===== config.mk =====
export PLATFORM = sky130hd
export DESIGN_NAME = preemptive_priority_scheduler
export DESIGN_NICKNAME = d
export VERILOG_FILES = /design/src/hdl/pps_pkg.sv /design/src/hdl/preemptive_priority_scheduler.sv
export VERILOG_INCLUDE_DIRS = /design/src /design/src/hdl
export SDC_FILE = /design/constraint.sdc
export NUM_CORES = 2
export LEC_CHECK = 0
export ABC_AREA = 0
export BUFFER_PORTS_ARGS = -buffer_cell sky130_fd_sc_hd__buf_4
export CORE_MARGIN = 4
export CORE_UTILIZATION = 50
export DETAILED_ROUTE_END_ITERATION = 8
export GPL_ROUTABILITY_DRIVEN = 0
export PLACE_DENSITY_LB_ADDON = 0.3
export SLEW_MARGIN = 20
export SYNTH_ARGS = -nofsm -noshare
export SYNTH_HDL_FRONTEND = slang
export SYNTH_SLANG_ARGS = --single-unit

===== constraint.sdc =====
create_clock -name clock -period 7.75 [get_ports clock]
set_input_delay 0 -clock clock [delete_from_list [all_inputs] [get_ports clock]]
set_output_delay 0 -clock clock [all_outputs]
set_load 0.005 [all_outputs]

===== src/hdl/preemptive_priority_scheduler_macros.svh =====
// Assertion macros for the preemptive priority scheduler.
// Included by preemptive_priority_scheduler.sv; assumes signals named clock and reset.
`ifndef PREEMPTIVE_PRIORITY_SCHEDULER_MACROS_SVH
`define PREEMPTIVE_PRIORITY_SCHEDULER_MACROS_SVH

// Checked outside reset only
`define PPS_ASSERT(label, prop, msg) \
   label: assert property (@(posedge clock) disable iff (reset) prop) else $error(msg);

// Checked at every edge, reset included
`define PPS_ASSERT_ALWAYS(label, prop, msg) \
   label: assert property (@(posedge clock) prop) else $error(msg);

`endif


===== src/hdl/pps_pkg.sv =====
// Shared types and constants for the preemptive priority scheduler.
// No dependencies; used by preemptive_priority_scheduler.sv.
`timescale 1ns / 1ps

package pps_pkg;

   localparam int TIME_W = 16;   // time, arrival, burst and remaining work
   localparam int PRIO_W = 8;
   localparam int ID_W   = 4;    // width of the process id ports
   localparam int CT_W   = 17;   // completion and turnaround
   localparam int SUM_W  = 32;   // running totals

   localparam logic MODE_LOAD = 1'b0;
   localparam logic MODE_TICK = 1'b1;

   typedef enum logic [2:0] {
      ST_IDLE,
      ST_SCAN,
      ST_DRAIN,
      ST_UPDATE,
      ST_ACCUM,
      ST_RESULT
   } state_type;

   // One process table entry as held in the memory
   typedef struct packed {
      logic [TIME_W-1:0] arrival;
      logic [TIME_W-1:0] burst;
      logic [TIME_W-1:0] remaining;
      logic [PRIO_W-1:0] prio;
   } entry_type;

endpackage


===== src/hdl/preemptive_priority_scheduler.sv =====
// Preemptive priority scheduler with its process table in a synchronous memory.
// Depends on pps_pkg and preemptive_priority_scheduler_macros.svh.
`timescale 1ns / 1ps

// A load (req_mode low) keeps busy low and writes the entry straight into the
// process table; it gives no result. A tick (req_mode high) raises busy after
// the transfer and holds it through the result: the table memory is read one
// entry per cycle to find the eligible process with the smallest priority value
// (lower id wins a tie), a drain state compares the last entry returned, an
// update state writes back its remaining work and forms the timing figures, an
// accumulate state updates the totals and clock, and a result state presents
// the result. The result is on the rsp_ ports, marked by rsp_strobe for exactly
// one cycle, and must be taken then: the receiver cannot hold it off. Every tick
// gives one result, idle ticks included. Per-entry valid bits stand in for the
// table's reset, so no clearing pass is needed after reset.
module preemptive_priority_scheduler #(
   parameter int MAX_PROCS = 16
) (
   input  logic                          clock,
   input  logic                          reset,
   // command channel
   input  logic                          start,
   output logic                          busy,
   input  logic                          req_mode,
   input  logic [pps_pkg::ID_W-1:0]      req_process_id,
   input  logic [pps_pkg::TIME_W-1:0]    req_arrival_time,
   input  logic [pps_pkg::TIME_W-1:0]    req_burst_length,
   input  logic [pps_pkg::PRIO_W-1:0]    req_priority_req,
   // result channel
   output logic                          rsp_strobe,
   output logic                          rsp_ran_valid,
   output logic [pps_pkg::ID_W-1:0]      rsp_ran_id,
   output logic                          rsp_finished,
   output logic [pps_pkg::CT_W-1:0]      rsp_completion_time,
   output logic [pps_pkg::CT_W-1:0]      rsp_turnaround,
   output logic [pps_pkg::TIME_W-1:0]    rsp_waiting,
   output logic [pps_pkg::SUM_W-1:0]     rsp_total_waiting,
   output logic [pps_pkg::SUM_W-1:0]     rsp_total_turnaround
);

`include "preemptive_priority_scheduler_macros.svh"

   localparam int IDX_W  = $clog2(MAX_PROCS);
   localparam int WIDE_W = (IDX_W > pps_pkg::ID_W) ? IDX_W : pps_pkg::ID_W;
   localparam int TW     = pps_pkg::TIME_W;
   localparam int CW     = pps_pkg::CT_W;
   localparam int SW     = pps_pkg::SUM_W;
   localparam int SXW    = pps_pkg::SUM_W + 1;
   localparam logic [IDX_W-1:0] LAST_IDX = IDX_W'(MAX_PROCS - 1);
   localparam logic [TW-1:0]    TIME_MAX = '1;

   // control
   pps_pkg::state_type state_ff, state_in;
   logic               tick_accept, load_accept, load_ok;

   // process table
   pps_pkg::entry_type mem_ram [MAX_PROCS];
   logic               valid_ff [MAX_PROCS];
   logic               mem_we;
   logic [IDX_W-1:0]   wr_idx;
   pps_pkg::entry_type wr_data;
   logic [WIDE_W-1:0]  load_id_wide;
   logic [IDX_W-1:0]   load_idx;

   // scan
   logic [IDX_W-1:0]   scan_idx_ff, scan_idx_in;
   logic               rd_vld_ff, rd_vld_in;
   logic [IDX_W-1:0]   rd_tag_ff;
   pps_pkg::entry_type rd_data_ff;
   logic               vbit_rd_ff;
   logic               rd_elig;

   // best candidate so far
   logic               found_ff, found_in;
   logic [IDX_W-1:0]   best_id_ff, best_id_in;
   pps_pkg::entry_type best_ff, best_in;
   logic [WIDE_W-1:0]  best_id_wide;

   // timing figures
   logic [CW-1:0]      completion_calc, turn_calc, wait_diff;
   logic [TW-1:0]      wait_calc;
   logic               fin_calc;

   // result and running state
   logic               ran_valid_ff, ran_valid_in;
   logic [pps_pkg::ID_W-1:0] ran_id_ff, ran_id_in;
   logic               finished_ff, finished_in;
   logic [CW-1:0]      completion_ff, completion_in;
   logic [CW-1:0]      turnaround_ff, turnaround_in;
   logic [TW-1:0]      waiting_ff, waiting_in;
   logic [TW-1:0]      time_ff, time_in;
   logic [SW-1:0]      sum_wait_ff, sum_wait_in;
   logic [SW-1:0]      sum_turn_ff, sum_turn_in;
   logic [SXW-1:0]     wait_acc, turn_acc;

   // ---------------------------------------------------------------
   // Next state
   always_comb begin
      state_in = state_ff;
      case (state_ff)
         pps_pkg::ST_IDLE: begin
            if (start && req_mode == pps_pkg::MODE_TICK) state_in = pps_pkg::ST_SCAN;
         end
         pps_pkg::ST_SCAN: begin
            if (scan_idx_ff == LAST_IDX) state_in = pps_pkg::ST_DRAIN;
         end
         pps_pkg::ST_DRAIN:  state_in = pps_pkg::ST_UPDATE;
         pps_pkg::ST_UPDATE: state_in = pps_pkg::ST_ACCUM;
         pps_pkg::ST_ACCUM:  state_in = pps_pkg::ST_RESULT;
         pps_pkg::ST_RESULT: state_in = pps_pkg::ST_IDLE;
         default:            state_in = pps_pkg::ST_IDLE;
      endcase
   end

   // ---------------------------------------------------------------
   // State-decoded outputs and table write port
   assign load_id_wide = WIDE_W'(req_process_id);
   assign load_idx     = load_id_wide[IDX_W-1:0];
   assign load_ok      = (32'(req_process_id) < 32'(MAX_PROCS));

   always_comb begin
      busy        = (state_ff != pps_pkg::ST_IDLE);
      rsp_strobe  = (state_ff == pps_pkg::ST_RESULT);
      tick_accept = start && !busy && (req_mode == pps_pkg::MODE_TICK);
      load_accept = start && !busy && (req_mode == pps_pkg::MODE_LOAD);
      rd_vld_in   = (state_ff == pps_pkg::ST_SCAN);
      mem_we      = 1'b0;
      wr_idx      = load_idx;
      wr_data.arrival   = req_arrival_time;
      wr_data.burst     = req_burst_length;
      wr_data.remaining = req_burst_length;
      wr_data.prio      = req_priority_req;
      if (load_accept && load_ok) begin
         mem_we = 1'b1;
      end else if (state_ff == pps_pkg::ST_UPDATE && found_ff) begin
         // write back one unit of work less
         mem_we            = 1'b1;
         wr_idx            = best_id_ff;
         wr_data           = best_ff;
         wr_data.remaining = best_ff.remaining - TW'(1);
      end
   end

   // ---------------------------------------------------------------
   // Process table memory, read data registered
   always_ff @(posedge clock) begin
      if (mem_we) begin
         mem_ram[wr_idx] <= wr_data;
      end
      rd_data_ff <= mem_ram[scan_idx_ff];
   end

   // Entry valid bits stand for the cleared table after reset
   always_ff @(posedge clock) begin
      if (reset) begin
         for (int i = 0; i < MAX_PROCS; i++) valid_ff[i] <= 1'b0;
         vbit_rd_ff <= 1'b0;
      end else begin
         if (load_accept && load_ok) valid_ff[load_idx] <= 1'b1;
         vbit_rd_ff <= valid_ff[scan_idx_ff];
      end
   end

   // ---------------------------------------------------------------
   // Scan: compare each returned entry against the best so far
   assign rd_elig = vbit_rd_ff && (rd_data_ff.remaining != '0)
                    && (rd_data_ff.arrival <= time_ff);

   always_comb begin
      scan_idx_in = scan_idx_ff;
      if (tick_accept) scan_idx_in = '0;
      else if (state_ff == pps_pkg::ST_SCAN) scan_idx_in = scan_idx_ff + IDX_W'(1);

      found_in   = found_ff;
      best_id_in = best_id_ff;
      best_in    = best_ff;
      if (tick_accept) begin
         found_in = 1'b0;
      end else if (rd_vld_ff && rd_elig && (!found_ff || rd_data_ff.prio < best_ff.prio)) begin
         // strict compare in ascending id order keeps the lower id on a tie
         found_in   = 1'b1;
         best_id_in = rd_tag_ff;
         best_in    = rd_data_ff;
      end
   end

   // ---------------------------------------------------------------
   // Timing figures of the chosen process
   assign best_id_wide    = WIDE_W'(best_id_ff);
   assign completion_calc = {1'b0, time_ff} + CW'(1);
   assign turn_calc       = completion_calc - {1'b0, best_ff.arrival};
   assign wait_diff       = turn_calc - {1'b0, best_ff.burst};
   assign wait_calc       = (turn_calc > {1'b0, best_ff.burst}) ? wait_diff[TW-1:0] : '0;
   assign fin_calc        = found_ff && (best_ff.remaining == TW'(1));

   // saturating totals
   assign wait_acc = {1'b0, sum_wait_ff} + SXW'(waiting_ff);
   assign turn_acc = {1'b0, sum_turn_ff} + SXW'(turnaround_ff);

   always_comb begin
      ran_valid_in  = ran_valid_ff;
      ran_id_in     = ran_id_ff;
      finished_in   = finished_ff;
      completion_in = completion_ff;
      turnaround_in = turnaround_ff;
      waiting_in    = waiting_ff;
      time_in       = time_ff;
      sum_wait_in   = sum_wait_ff;
      sum_turn_in   = sum_turn_ff;
      if (state_ff == pps_pkg::ST_UPDATE) begin
         ran_valid_in  = found_ff;
         ran_id_in     = found_ff ? best_id_wide[pps_pkg::ID_W-1:0] : '0;
         finished_in   = fin_calc;
         completion_in = fin_calc ? completion_calc : '0;
         turnaround_in = fin_calc ? turn_calc : '0;
         waiting_in    = fin_calc ? wait_calc : '0;
      end
      if (state_ff == pps_pkg::ST_ACCUM) begin
         if (finished_ff) begin
            sum_wait_in = wait_acc[SW] ? '1 : wait_acc[SW-1:0];
            sum_turn_in = turn_acc[SW] ? '1 : turn_acc[SW-1:0];
         end
         if (time_ff != TIME_MAX) time_in = time_ff + TW'(1);
      end
   end

   // ---------------------------------------------------------------
   // Registers
   always_ff @(posedge clock) begin
      if (reset) begin
         state_ff     <= pps_pkg::ST_IDLE;
         scan_idx_ff  <= '0;
         rd_vld_ff    <= 1'b0;
         found_ff     <= 1'b0;
         ran_valid_ff <= 1'b0;
         finished_ff  <= 1'b0;
         time_ff      <= '0;
         sum_wait_ff  <= '0;
         sum_turn_ff  <= '0;
      end else begin
         state_ff     <= state_in;
         scan_idx_ff  <= scan_idx_in;
         rd_vld_ff    <= rd_vld_in;
         found_ff     <= found_in;
         ran_valid_ff <= ran_valid_in;
         finished_ff  <= finished_in;
         time_ff      <= time_in;
         sum_wait_ff  <= sum_wait_in;
         sum_turn_ff  <= sum_turn_in;
      end
   end

   // payload registers
   always_ff @(posedge clock) begin
      rd_tag_ff     <= scan_idx_ff;
      best_id_ff    <= best_id_in;
      best_ff       <= best_in;
      ran_id_ff     <= ran_id_in;
      completion_ff <= completion_in;
      turnaround_ff <= turnaround_in;
      waiting_ff    <= waiting_in;
   end

   // result ports
   assign rsp_ran_valid        = ran_valid_ff;
   assign rsp_ran_id           = ran_id_ff;
   assign rsp_finished         = finished_ff;
   assign rsp_completion_time  = completion_ff;
   assign rsp_turnaround       = turnaround_ff;
   assign rsp_waiting          = waiting_ff;
   assign rsp_total_waiting    = sum_wait_ff;
   assign rsp_total_turnaround = sum_turn_ff;

   // ---------------------------------------------------------------
   // Assertions
   `PPS_ASSERT_ALWAYS(a_strobe_busy, rsp_strobe |-> busy, "result strobe while idle")
   `PPS_ASSERT(a_single_result, rsp_strobe |=> !rsp_strobe, "tick gave more than one result")
   `PPS_ASSERT(a_finish_ran,
               rsp_strobe && rsp_finished |-> rsp_ran_valid,
               "finish without a run")
   `PPS_ASSERT(a_wait_le_turn,
               rsp_strobe && rsp_finished |-> CW'(rsp_waiting) <= rsp_turnaround,
               "waiting exceeds turnaround")
   `PPS_ASSERT(a_no_write_in_scan,
               (state_ff == pps_pkg::ST_SCAN || state_ff == pps_pkg::ST_DRAIN) |-> !mem_we,
               "table written during scan")

endmodule


==> results_dict.tcl <==
set metrics [dict create \
    status "finished, final reports clean" \
    synth_fp_nets 2854 \
    drive_above_1_share 0.247 \
    pwr-share-comb 0.033 \
    drt-total-wl_um 116000 \
    slew_violations 0 \
    syn_inst 2710 \
    p_int_w 0.0105 \
    yosysTopAreaCell "edfxtp_1" \
    vias_per_cell 6.06 \
    netlist_area_mm2 0.0478 \
    avgSynthCellArea_um2 17.6 \
    finClkSkew_ns 0.0614 \
    power.density_mw_per_mm2 237 \
    yosysTopAreaCellShare 0.635 \
    ant_nets 0 \
    final_common_cell "edfxtp_1" \
    cts_sinks 1178 \
    max_freq_ghz 0.188 \
    die_h_um 317 \
    cts_tree "built" \
    nNetsFinal 3155 \
    ys.flop_type "edfxtp_1" \
    synth-edff-count 1010 \
    synth_seq_cells 1178 \
    layout_common_cells "edfxtp_1 (1,010), mux4_2 (285), buf_4 (247)" \
    firstDrtPassIters 5 \
    clk_pin_slew_ns 0.06 \
    grt_pass1_vias 26500 \
    ios 170 \
    min_path_type "input pin to flip-flop" \
    grt_antenna_before_repair 2 \
    finalSetupTns_ns 0 \
    cts-htree-levels 3 \
    wl_per_cell_um 26.5 \
    max_cap_violations 0 \
    cts.path.max_buffers 3 \
    slew_headroom 0.250 \
    dieArea_mm2 0.101 \
    total_power_w 0.0131 \
    crit_fanout 16 \
    ys_types 79 \
    hold_viol 0 \
    grt_first_pass_wirelength_um 172000 \
    area_delta_synth_final_pct 15.9 \
    die_x_um 317 \
    dp_hpwl_um 67700 \
    clk_latency_ns 0.71 \
    pwr-share-clk 0.437 \
    port_buffers 169 \
    p_leak_nw 18.5 \
    seqPwrFrac 0.530 \
    seq_area_frac_synth 0.705 \
    finalSetupViolCount 0 \
    critPathCaptureType "flip-flop" \
    grt_overflow 0 \
    root_buffer "clkbuf_16" \
    dr_total_vias 26500 \
    fin_crit_ns 5.32 \
    arrival_ns 5.69 \
    worstMarginPinSlew_ns 1.12 \
    post-cts-setup-buffers 0 \
    num_rows 113 \
    drtIter0Drc 2813 \
    rsz0062_at_grt "false" \
    min_period_over_period 0.686 \
    drc 0 \
    core_mm2 0.0949 \
    track_usage 0.231 \
    peakVddDrop_uv 219 \
    cp-start-kind "flip-flop" \
    synth_warnings 0 \
    nFillCells 6858 \
    synth_area_leaders "edfxtp_1 (63%), mux4_2 (13%), dfxtp_1 (7.0%)" \
    async_flop_share 0 \
    cts_inserted_buffers 114 \
    grt_max_degree 119 \
    cts_hold_buffers 40 \
    critPathKind "flip-flop to flip-flop" \
    sw_frac_of_total 0.200 \
    ctsResizeCount 0 \
    cp.required_ns 8.13 \
    power_switching_w 0.00262 \
    start_util 0.504 \
]
[synth_stat cells (all sizes together), types with 24 or more instances]
master and number:
a211oi 25, a21o 24, a21oi 74, and2 26, and3 27, buf 33
clkbuf 77, dfxtp 168, edfxtp 1010, ha 92, inv 102, mux4 285
nand2 114, nand3 27, nor2 158, nor2b 29, nor3 30, o21ai 102
xnor2 58, xor2 37
[final timing paths]
path | to | slack (ns) | cells past startpoint | startpoint
max | rsp_waiting[3] | 2.43 | 17 | time_ff[4]
min | mem_ram[9][49] | 0.04 | 3 | req_arrival_time[9]
max reg2reg | rsp_waiting[3] | 2.43 | 17 | time_ff[4]
min reg2reg | best_ff[29] | 0.40 | 0 | rd_data_ff[29]
[power groups by stage]
stage / clock network [W] / logic, W / registers (W)
2_1_floorplan: 0 / 0.000288 / 0.00707
3_3_place_gp: 0 / 0.000402 / 0.00709
3_5_place_dp: 0 / 0.000416 / 0.00709
4_1_cts: 0.00582 / 0.000434 / 0.00695
5_1_grt: 0.00611 / 0.000465 / 0.00695
6_report: 0.00574 / 0.000430 / 0.00695
[layout make-up]
class                           instances  area (µm²)  area share
Inverter                              102         383     0.00691
Timing Repair Buffer                  295        2380      0.0429
Multi-Input combinational cell       1320       13400       0.242
Clock buffer                          156        3130      0.0565
Clock inverter                         58         783      0.0141
Tap cell                             1265        1580      0.0286
Sequential cell                      1178       33700       0.609
Antenna cell                            2        5.00   0.0000904
[metrics by stage]
step | area [µm²] | hold slack, ns | worst slack (ns) | std cells | utilization
final | 55400 | 0.0450 | 2.43 | 4376 | 0.584
after global routing | 55400 | 0.0471 | 2.04 | 4374 | 0.584
after CTS | 55300 | 0.00740 | 2.52 | 4369 | 0.583
after detailed placement | 51000 | 0.389 | 2.57 | 4115 | 0.538
after global placement | 51000 | 0.380 | 2.62 | 4113 | 0.537
after floorplan | 47800 | 0.160 | 0.751 | 2710 | -
[critical path, cell delays in order (launching register included)]
cell       delay (ns)
dfxtp_1          0.41
and3_1           0.19
and3_1           0.22
and3_1           0.23
xnor2_1          0.17
ha_1             0.32
a2111oi_0        0.44
o21ai_0          0.25
a221oi_1         0.50
o21ai_0          0.27
xor2_1           0.21
ha_1             0.39
a21o_1           0.18
a21o_1           0.17
a21oi_1          0.19
o221ai_1         0.17
a2bb2oi_2        0.57
a211oi_1         0.11
[registers in the layout, summed over array words and instances, names as in the netlist]
register,cells
rsp_total_waiting,32
rsp_ran_valid,1
mem_ram,896
rd_vld_ff,1
rd_data_ff,56
time_ff,16
rsp_ran_id,4
rd_tag_ff,4
rsp_completion_time,17
rsp_total_turnaround,32
rsp_finished,1
best_ff,56
best_id_ff,4
scan_idx_ff,4
rsp_turnaround,17
rsp_waiting,16
state_ff,3
vbit_rd_ff,1
valid_ff,16
found_ff,1
[per-layer routing]
metal,routed length [µm],track usage
met5,0,0
met4,2970,0.0614
met3,8590,0.0358
met2,57200,0.381
met1,47200,0.327
[cell families after synthesis]
logic type,Yosys count,share of synthesized area
mux,293,0.136
flops,1178,0.705
buf+inv,212,0.0173
xor+xnor,95,0.0174
compound gates,359,0.0502
simple gates,477,0.0484
fa+ha+maj,96,0.0258
Note: power is estimated with default switching activity, not from simulation.
